**src/rtl/aes_pkg.sv**
```systemverilog
// Shared types, constants and byte functions for the AES block cipher.
// Depends on nothing; the key expansion, round-key store, round and top level import it.
package aes_pkg;

    // Key size codes; code 3 behaves like the 256-bit key.
    localparam logic [1:0] KEY_128 = 2'd0;
    localparam logic [1:0] KEY_192 = 2'd1;
    localparam logic [1:0] KEY_256 = 2'd2;

    // Configuration register indexes.
    localparam logic [2:0] REG_KEY_SIZE = 3'd0;
    localparam logic [2:0] REG_KEY_W0   = 3'd1;
    localparam logic [2:0] REG_KEY_W3   = 3'd4;

    localparam int BANKS      = 4;
    localparam int BANK_DEPTH = 15;

    typedef logic [3:0] rk_addr_t;

    // Write request from the key expansion into the round-key store.
    typedef struct packed {
        logic        en;
        logic [1:0]  bank;
        rk_addr_t    addr;
        logic [31:0] data;
    } rk_wr_t;

    localparam logic [7:0] SBOX_FWD [0:255] = '{
        8'h63,8'h7c,8'h77,8'h7b,8'hf2,8'h6b,8'h6f,8'hc5,8'h30,8'h01,8'h67,8'h2b,8'hfe,8'hd7,8'hab,8'h76,
        8'hca,8'h82,8'hc9,8'h7d,8'hfa,8'h59,8'h47,8'hf0,8'had,8'hd4,8'ha2,8'haf,8'h9c,8'ha4,8'h72,8'hc0,
        8'hb7,8'hfd,8'h93,8'h26,8'h36,8'h3f,8'hf7,8'hcc,8'h34,8'ha5,8'he5,8'hf1,8'h71,8'hd8,8'h31,8'h15,
        8'h04,8'hc7,8'h23,8'hc3,8'h18,8'h96,8'h05,8'h9a,8'h07,8'h12,8'h80,8'he2,8'heb,8'h27,8'hb2,8'h75,
        8'h09,8'h83,8'h2c,8'h1a,8'h1b,8'h6e,8'h5a,8'ha0,8'h52,8'h3b,8'hd6,8'hb3,8'h29,8'he3,8'h2f,8'h84,
        8'h53,8'hd1,8'h00,8'hed,8'h20,8'hfc,8'hb1,8'h5b,8'h6a,8'hcb,8'hbe,8'h39,8'h4a,8'h4c,8'h58,8'hcf,
        8'hd0,8'hef,8'haa,8'hfb,8'h43,8'h4d,8'h33,8'h85,8'h45,8'hf9,8'h02,8'h7f,8'h50,8'h3c,8'h9f,8'ha8,
        8'h51,8'ha3,8'h40,8'h8f,8'h92,8'h9d,8'h38,8'hf5,8'hbc,8'hb6,8'hda,8'h21,8'h10,8'hff,8'hf3,8'hd2,
        8'hcd,8'h0c,8'h13,8'hec,8'h5f,8'h97,8'h44,8'h17,8'hc4,8'ha7,8'h7e,8'h3d,8'h64,8'h5d,8'h19,8'h73,
        8'h60,8'h81,8'h4f,8'hdc,8'h22,8'h2a,8'h90,8'h88,8'h46,8'hee,8'hb8,8'h14,8'hde,8'h5e,8'h0b,8'hdb,
        8'he0,8'h32,8'h3a,8'h0a,8'h49,8'h06,8'h24,8'h5c,8'hc2,8'hd3,8'hac,8'h62,8'h91,8'h95,8'he4,8'h79,
        8'he7,8'hc8,8'h37,8'h6d,8'h8d,8'hd5,8'h4e,8'ha9,8'h6c,8'h56,8'hf4,8'hea,8'h65,8'h7a,8'hae,8'h08,
        8'hba,8'h78,8'h25,8'h2e,8'h1c,8'ha6,8'hb4,8'hc6,8'he8,8'hdd,8'h74,8'h1f,8'h4b,8'hbd,8'h8b,8'h8a,
        8'h70,8'h3e,8'hb5,8'h66,8'h48,8'h03,8'hf6,8'h0e,8'h61,8'h35,8'h57,8'hb9,8'h86,8'hc1,8'h1d,8'h9e,
        8'he1,8'hf8,8'h98,8'h11,8'h69,8'hd9,8'h8e,8'h94,8'h9b,8'h1e,8'h87,8'he9,8'hce,8'h55,8'h28,8'hdf,
        8'h8c,8'ha1,8'h89,8'h0d,8'hbf,8'he6,8'h42,8'h68,8'h41,8'h99,8'h2d,8'h0f,8'hb0,8'h54,8'hbb,8'h16
    };

    localparam logic [7:0] SBOX_INV [0:255] = '{
        8'h52,8'h09,8'h6a,8'hd5,8'h30,8'h36,8'ha5,8'h38,8'hbf,8'h40,8'ha3,8'h9e,8'h81,8'hf3,8'hd7,8'hfb,
        8'h7c,8'he3,8'h39,8'h82,8'h9b,8'h2f,8'hff,8'h87,8'h34,8'h8e,8'h43,8'h44,8'hc4,8'hde,8'he9,8'hcb,
        8'h54,8'h7b,8'h94,8'h32,8'ha6,8'hc2,8'h23,8'h3d,8'hee,8'h4c,8'h95,8'h0b,8'h42,8'hfa,8'hc3,8'h4e,
        8'h08,8'h2e,8'ha1,8'h66,8'h28,8'hd9,8'h24,8'hb2,8'h76,8'h5b,8'ha2,8'h49,8'h6d,8'h8b,8'hd1,8'h25,
        8'h72,8'hf8,8'hf6,8'h64,8'h86,8'h68,8'h98,8'h16,8'hd4,8'ha4,8'h5c,8'hcc,8'h5d,8'h65,8'hb6,8'h92,
        8'h6c,8'h70,8'h48,8'h50,8'hfd,8'hed,8'hb9,8'hda,8'h5e,8'h15,8'h46,8'h57,8'ha7,8'h8d,8'h9d,8'h84,
        8'h90,8'hd8,8'hab,8'h00,8'h8c,8'hbc,8'hd3,8'h0a,8'hf7,8'he4,8'h58,8'h05,8'hb8,8'hb3,8'h45,8'h06,
        8'hd0,8'h2c,8'h1e,8'h8f,8'hca,8'h3f,8'h0f,8'h02,8'hc1,8'haf,8'hbd,8'h03,8'h01,8'h13,8'h8a,8'h6b,
        8'h3a,8'h91,8'h11,8'h41,8'h4f,8'h67,8'hdc,8'hea,8'h97,8'hf2,8'hcf,8'hce,8'hf0,8'hb4,8'he6,8'h73,
        8'h96,8'hac,8'h74,8'h22,8'he7,8'had,8'h35,8'h85,8'he2,8'hf9,8'h37,8'he8,8'h1c,8'h75,8'hdf,8'h6e,
        8'h47,8'hf1,8'h1a,8'h71,8'h1d,8'h29,8'hc5,8'h89,8'h6f,8'hb7,8'h62,8'h0e,8'haa,8'h18,8'hbe,8'h1b,
        8'hfc,8'h56,8'h3e,8'h4b,8'hc6,8'hd2,8'h79,8'h20,8'h9a,8'hdb,8'hc0,8'hfe,8'h78,8'hcd,8'h5a,8'hf4,
        8'h1f,8'hdd,8'ha8,8'h33,8'h88,8'h07,8'hc7,8'h31,8'hb1,8'h12,8'h10,8'h59,8'h27,8'h80,8'hec,8'h5f,
        8'h60,8'h51,8'h7f,8'ha9,8'h19,8'hb5,8'h4a,8'h0d,8'h2d,8'he5,8'h7a,8'h9f,8'h93,8'hc9,8'h9c,8'hef,
        8'ha0,8'he0,8'h3b,8'h4d,8'hae,8'h2a,8'hf5,8'hb0,8'hc8,8'heb,8'hbb,8'h3c,8'h83,8'h53,8'h99,8'h61,
        8'h17,8'h2b,8'h04,8'h7e,8'hba,8'h77,8'hd6,8'h26,8'he1,8'h69,8'h14,8'h63,8'h55,8'h21,8'h0c,8'h7d
    };

    // Column mixing coefficients for row zero; later rows rotate them.
    localparam logic [3:0] MIX_FWD [0:3] = '{4'h2, 4'h3, 4'h1, 4'h1};
    localparam logic [3:0] MIX_INV [0:3] = '{4'he, 4'hb, 4'hd, 4'h9};

    // Multiplication by x in GF(2^8) with the AES polynomial.
    function automatic logic [7:0] xtime(input logic [7:0] x);
        return {x[6:0], 1'b0} ^ (x[7] ? 8'h1b : 8'h00);
    endfunction

    // Multiplication by a constant of at most four bits.
    function automatic logic [7:0] gf_mul(input logic [7:0] x, input logic [3:0] c);
        logic [7:0] acc;
        logic [7:0] p;
        acc = 8'h00;
        p   = x;
        for (int b = 0; b < 4; b++)
        begin
            if (c[b])
            begin
                acc = acc ^ p;
            end
            p = xtime(p);
        end
        return acc;
    endfunction

    function automatic logic [31:0] sub_word(input logic [31:0] w);
        return {SBOX_FWD[w[31:24]], SBOX_FWD[w[23:16]], SBOX_FWD[w[15:8]], SBOX_FWD[w[7:0]]};
    endfunction

    // Number of rounds for a key size code.
    function automatic logic [3:0] round_count(input logic [1:0] ks);
        logic [3:0] nr;
        unique case (ks)
            KEY_128: nr = 4'd10;
            KEY_192: nr = 4'd12;
            default: nr = 4'd14;
        endcase
        return nr;
    endfunction

endpackage

```
**src/rtl/aes_rk_store.sv**
```systemverilog
// Round-key store: four banks of 32-bit words, one bank per state column.
// Depends on aes_pkg.
module aes_rk_store (
    input  logic              clk,
    input  aes_pkg::rk_wr_t   wr,
    input  aes_pkg::rk_addr_t rd_addr,
    output logic [127:0]      rd_data
);
    import aes_pkg::*;

    logic [31:0] mem [0:BANKS-1][0:BANK_DEPTH-1];
    logic [31:0] rd_reg [0:BANKS-1];

    // One word written per cycle while the write enable is set.
    always_ff @(posedge clk)
    begin
        if (wr.en)
        begin
            mem[wr.bank][wr.addr] <= wr.data;
        end
    end

    // All four words of one round read together, registered.
    always_ff @(posedge clk)
    begin
        for (int c = 0; c < BANKS; c++)
        begin
            rd_reg[c] <= mem[c][rd_addr];
        end
    end

    assign rd_data = {rd_reg[0], rd_reg[1], rd_reg[2], rd_reg[3]};

endmodule

```
**config.mk**
```make
export PLATFORM = sky130hd
export DESIGN_NAME = aes_rk_store
export DESIGN_NICKNAME = d
export VERILOG_FILES = /design/src/rtl/aes_pkg.sv /design/src/rtl/aes_rk_store.sv
export SDC_FILE = /design/constraint.sdc
export NUM_CORES = 2
export LEC_CHECK = 0
export BUFFER_PORTS_ARGS = -buffer_cell sky130_fd_sc_hd__buf_2
export CORE_MARGIN = 1
export CORE_UTILIZATION = 55
export CTS_BUF_LIST = sky130_fd_sc_hd__clkbuf_16
export DETAILED_ROUTE_END_ITERATION = 10
export GPL_TIMING_DRIVEN = 0
export HOLD_SLACK_MARGIN = 0.08
export MAX_ROUTING_LAYER = met4
export PLACE_DENSITY_LB_ADDON = 0.08
export SYNTH_ARGS = -nofsm -noshare
export SYNTH_HDL_FRONTEND = slang
export SYNTH_SLANG_ARGS = --single-unit
export TNS_END_PERCENT = 50
```
**constraint.sdc**
```tcl
create_clock -name clk -period 2.8 [get_ports clk]
set_input_delay 0.14 -clock clk [delete_from_list [all_inputs] [get_ports clk]]
set_output_delay 0.14 -clock clk [all_outputs]
set_load 0.02 [all_outputs]
```
Word level (Yosys, flattened, before mapping) --
Memories as Yosys holds them, arrays and structs flattened. Index checks and enable logic that the tools add are counted.
Storage, ports and cells: bits in writable memories 2048, word-level logic and storage cells 24, output and inout port bits 128, input bits 44, register bits 0, memories 2
Operators by class: reduce and logical (&&, ||, !) cells 1, bitwise operators 2, muxes and demuxes 16, order comparisons 3
Memory list:
- mem | words 4, bits a word 480, read ports 4, clocked after memory_dff 0, write ports 1, line aes_rk_store.sv:11 | logic [31:0] mem [0:BANKS-1][0:BANK_DEPTH-1];
- rd_reg | words 4, bits a word 32, read ports 4, clocked after memory_dff 0, write ports 4, line aes_rk_store.sv:12 | logic [31:0] rd_reg [0:BANKS-1];
Operators by type and width (number):
- $bmux W32 S4 | 4
- $mux W480 | 1
- $mux W32 | 9
- $demux W32 S4 | 1
- $ge A5 B5 Y1 const B | 2
- $not A4 Y5 | 2
- $lt A5 B1 Y1 const B | 1
- $logic_and A1 B1 Y1 | 1
- $mux W1 | 1

Depth between registers and ports, before layout --
depth after elaboration 6, mapped depth 8, gate-level depth less buffers 4

Worst setup path before layout --
Ideal clock, no wire load.
kind input -> register, from input port wr[37] (netlist name), to memory mem[0][352] (netlist name), enable pin, stages 4, setup slack 224 ps, path buffers 2, required time 2379 ps, setup time 421 ps, arrival 2155 ps, cell sequence or2_2 -> clkbuf_1 -> clkbuf_1 -> nor2_1
RTL lines:
- start: declaration | line aes_rk_store.sv:5 | input aes_pkg::rk_wr_t wr,
- end: declaration | line aes_rk_store.sv:11
Straight into the memory's write port.

==> results.sh <==
export IMPL_cts_root_buf="clkbuf_16"
export IMPL_cp_cell_sequence="buf_2, buf_2, buf_2, mux2i_1, nor2_1, o21ai_0, a31oi_1"
export IMPL_drtIter0Drc=4192
export IMPL_die_y_um=374
export IMPL_largest_register_ffs=1920
export IMPL_grt_antenna_before_repair=27
export IMPL_post_synth_top_area_cell="edfxtp_1"
export IMPL_htreeDepth=4
export IMPL_track_usage_pct=28.3
export IMPL_vias=38019
export IMPL_wl_per_cell_um=30.6
export IMPL_status="complete, no violations"
export IMPL_syn_inst=3765
export IMPL_critPathArrivalTime_ns=2.86
export IMPL_final_min_clock_period_ns=2.21
export IMPL_postCtsSetupBuffers=0
export IMPL_numPortBuffers=170
export IMPL_ys_warn_count=0
export IMPL_powerDensity_mw_per_mm2=715
export IMPL_grt_pass1_vias=37804
export IMPL_clk_path_buf_depth=3
export IMPL_syn_nets=3809
export IMPL_layout_drive_gt1_share_pct=21.4
export IMPL_syn_to_final_growth_pct=15.2
export IMPL_synth_seq_area_share_pct=79.0
export IMPL_netlist_area_mm2=0.0762
export IMPL_grt_ovfl_total=0
export IMPL_setup_viol=0
export IMPL_ant_nets=0
export IMPL_via_per_inst=6.13
export IMPL_dp_hpwl_um=119000
export IMPL_grt_pass1_wl_um=272000
export IMPL_die_x_um=374
export IMPL_drt_total_wl_um=190000
export IMPL_cpMostUsedCell="buf_2"
export IMPL_crit_path_max_incr_delay_ns=0.61
export IMPL_crit_slowest_cell="buf_2"
export IMPL_grt_max_degree=61
export IMPL_cts_buffers=200
export IMPL_fin_crit_sh_pct=78.8
export IMPL_ys_seq_elements=2048
export IMPL_placed_area_mm2=0.0813
export IMPL_slew_headroom_pct=5.49
export IMPL_cts_sinks=2048
export IMPL_cp_end_kind="flop"
export IMPL_post_route_cell_area_mm2=0.0878
export IMPL_io_pins=172
export IMPL_syn_area_per_cell_um2=20.2
export IMPL_hold_viol_final=0
export IMPL_crit_fanout=10
export IMPL_r2r_cells=4
export IMPL_worstPathRequired_ns=3.46
export IMPL_nets=4263
export IMPL_die_area_mm2=0.140
export IMPL_max_cap_viol_count=0
export IMPL_synth_cell_type_count=24
export IMPL_p_leak_nw=29.1
export IMPL_hp_class="in -> reg"
export IMPL_worst_pin_slew_ns=1.42
export IMPL_firstDrtPassIters=5
export IMPL_core_mm2=0.137
export IMPL_hold_slack_ns=0.127
export IMPL_rsz0062_at_grt="false"
export IMPL_ir_drop_v=0.000572
export IMPL_insertion_delay_ns=0.83
export IMPL_core_rowCount=136
export IMPL_clkTransAtPathRegs_ns=0.06
export IMPL_worstSetupPathType="in -> reg"
export IMPL_slew_violations=0
export IMPL_yosysTopAreaCellShare_pct=75.7
export IMPL_synth_area_leaders="edfxtp_1 (76%), mux4_2 (7.6%), mux2i_1 (5.0%)"
export IMPL_fin_skew_ns=0.0262
export IMPL_drc_errors=0
export IMPL_gp_congestion=0.837
export IMPL_tritoncts="done"
export IMPL_start_util_pct=55.4
export IMPL_max_freq_ghz=0.453
export IMPL_start_kind="primary input"
export IMPL_holdPathStages=1
==> synthesized netlist by cell type <==
| cell type | instances |
|---|---|
| nor2b_1 | 3 |
| edfxtp_1 | 1920 |
| nand3_1 | 3 |
| mux4_2 | 256 |
| nand2b_1 | 4 |
| o22a_1 | 128 |
| a31oi_1 | 128 |
| buf_1 | 5 |
| o22ai_1 | 128 |
| o21ai_0 | 128 |
| buf_6 | 37 |
| buf_4 | 8 |
| or2_2 | 3 |
| nand2_1 | 14 |
| nor2_1 | 190 |
| nor3b_1 | 1 |
| buf_2 | 70 |
| mux2i_1 | 384 |
| clkbuf_1 | 84 |
| and3_1 | 1 |
| buf_8 | 13 |
| and2_1 | 128 |
| dfxtp_1 | 128 |
| and3b_1 | 1 |
==> per-layer routing <==
layer	global-route usage, %	vias up	share of wire, %
met1	39.8	19830	42
met2	42.8	1618	47
met4	8.02	0	2.3
met5	-	-	0
met3	5.39	259	8.4
li1	-	16312	-
==> final cells by class <==
class	instances	area, um^2
Sequential cell	2048	60200
Fill cell	9470	49700
Multi-Input combinational cell	1500	15100
Clock buffer	208	5200
Timing Repair Buffer	252	2620
Tap cell	1794	2240
Buffer	217	1360
Clock inverter	160	985
Antenna cell	28	70.1
==> what timing repair did <==
action / in CTS / in global routing
hold buffers: 4 / 17
endpoints found under the hold margin: 132 / 990
gates resized for setup: 0 / 0
==> worst max-delay path, delay by kind of cell <==
kind,cells,cell delay (ns)
buf+inv,3,1.40
simple gates,1,0.08
mux,1,0.55
compound gates,2,0.65
==> path summary, 6_finish.rpt <==
kind,startpoint,end,slack (ns)
setup / recovery,rd_addr[2],rd_reg[3][0],0.59
hold / removal,wr[28],mem[1][188],0.13
setup reg to reg,mem[3][128],rd_reg[3][0],1.12
hold reg to reg,mem[0][123],rd_reg[0][27],0.67
==> report_power, final <==
| part | total [W] | internal (W) | switching [W] |
|---|---|---|---|
| logic | 0.00347 | 0.00113 | 0.00234 |
| clock network | 0.0253 | 0.0143 | 0.0111 |
| registers | 0.0340 | 0.0339 | 0.000122 |
==> cells by family after synthesis <==
logic type,count (synthesis),share of synthesized area [%]
multiplexers,640,12.6
flip-flops,2048,79.0
buffers and inverters,217,1.78
AO/OA/AOI/OAI,512,4.41
AND/OR/NAND/NOR,348,2.19
==> cells in the final DEF (no fill, tap or decap), types with 2 or more instances in the layout <==
| master | Yosys | layout |
|---|---|---|
| buf_8 | 13 | 13 |
| inv_1 | 0 | 60 |
| o22a_1 | 128 | 128 |
| mux4_2 | 256 | 256 |
| mux2i_1 | 384 | 384 |
| a31oi_1 | 128 | 128 |
| buf_12 | 0 | 22 |
| and2_1 | 128 | 128 |
| buf_2 | 70 | 223 |
| nand2_1 | 14 | 14 |
| buf_4 | 8 | 25 |
| diode_2 | 0 | 28 |
| clkinv_2 | 0 | 27 |
| dfxtp_1 | 128 | 128 |
| clkinv_1 | 0 | 54 |
| nand2b_1 | 4 | 4 |
| buf_1 | 5 | 5 |
| inv_6 | 0 | 2 |
| clkbuf_16 | 0 | 208 |
| clkbuf_1 | 84 | 78 |
| dlygate4sd3_1 | 0 | 21 |
| edfxtp_1 | 1920 | 1920 |
| nor2_4 | 0 | 60 |
| buf_16 | 0 | 39 |
| clkinv_8 | 0 | 3 |
| o22ai_1 | 128 | 128 |
| clkbuf_2 | 0 | 6 |
| nor2b_1 | 3 | 3 |
| clkinvlp_4 | 0 | 2 |
| inv_16 | 0 | 2 |
| bufinv_16 | 0 | 10 |
| nor2_1 | 190 | 130 |
| o21ai_0 | 128 | 128 |
| nand3_1 | 3 | 3 |
| buf_6 | 37 | 37 |
| or2_2 | 3 | 3 |
==> stage by stage <==
step                      total power [W]  setup WS (ns)  TNS [ns]  util, %  cells
after CTS                          0.0631          0.695         0     63.6   6161
after global placement             0.0380          -1.51  -2340.95     57.7   5729
final                              0.0628          0.594         0     63.9   6207
after global routing               0.0645          0.665         0     63.8   6187
after detailed placement           0.0381         -0.122    -0.122     59.1   5789
after floorplan                    0.0364          0.224         0        -   3765
Note: power is estimated with default switching activity, not from simulation.
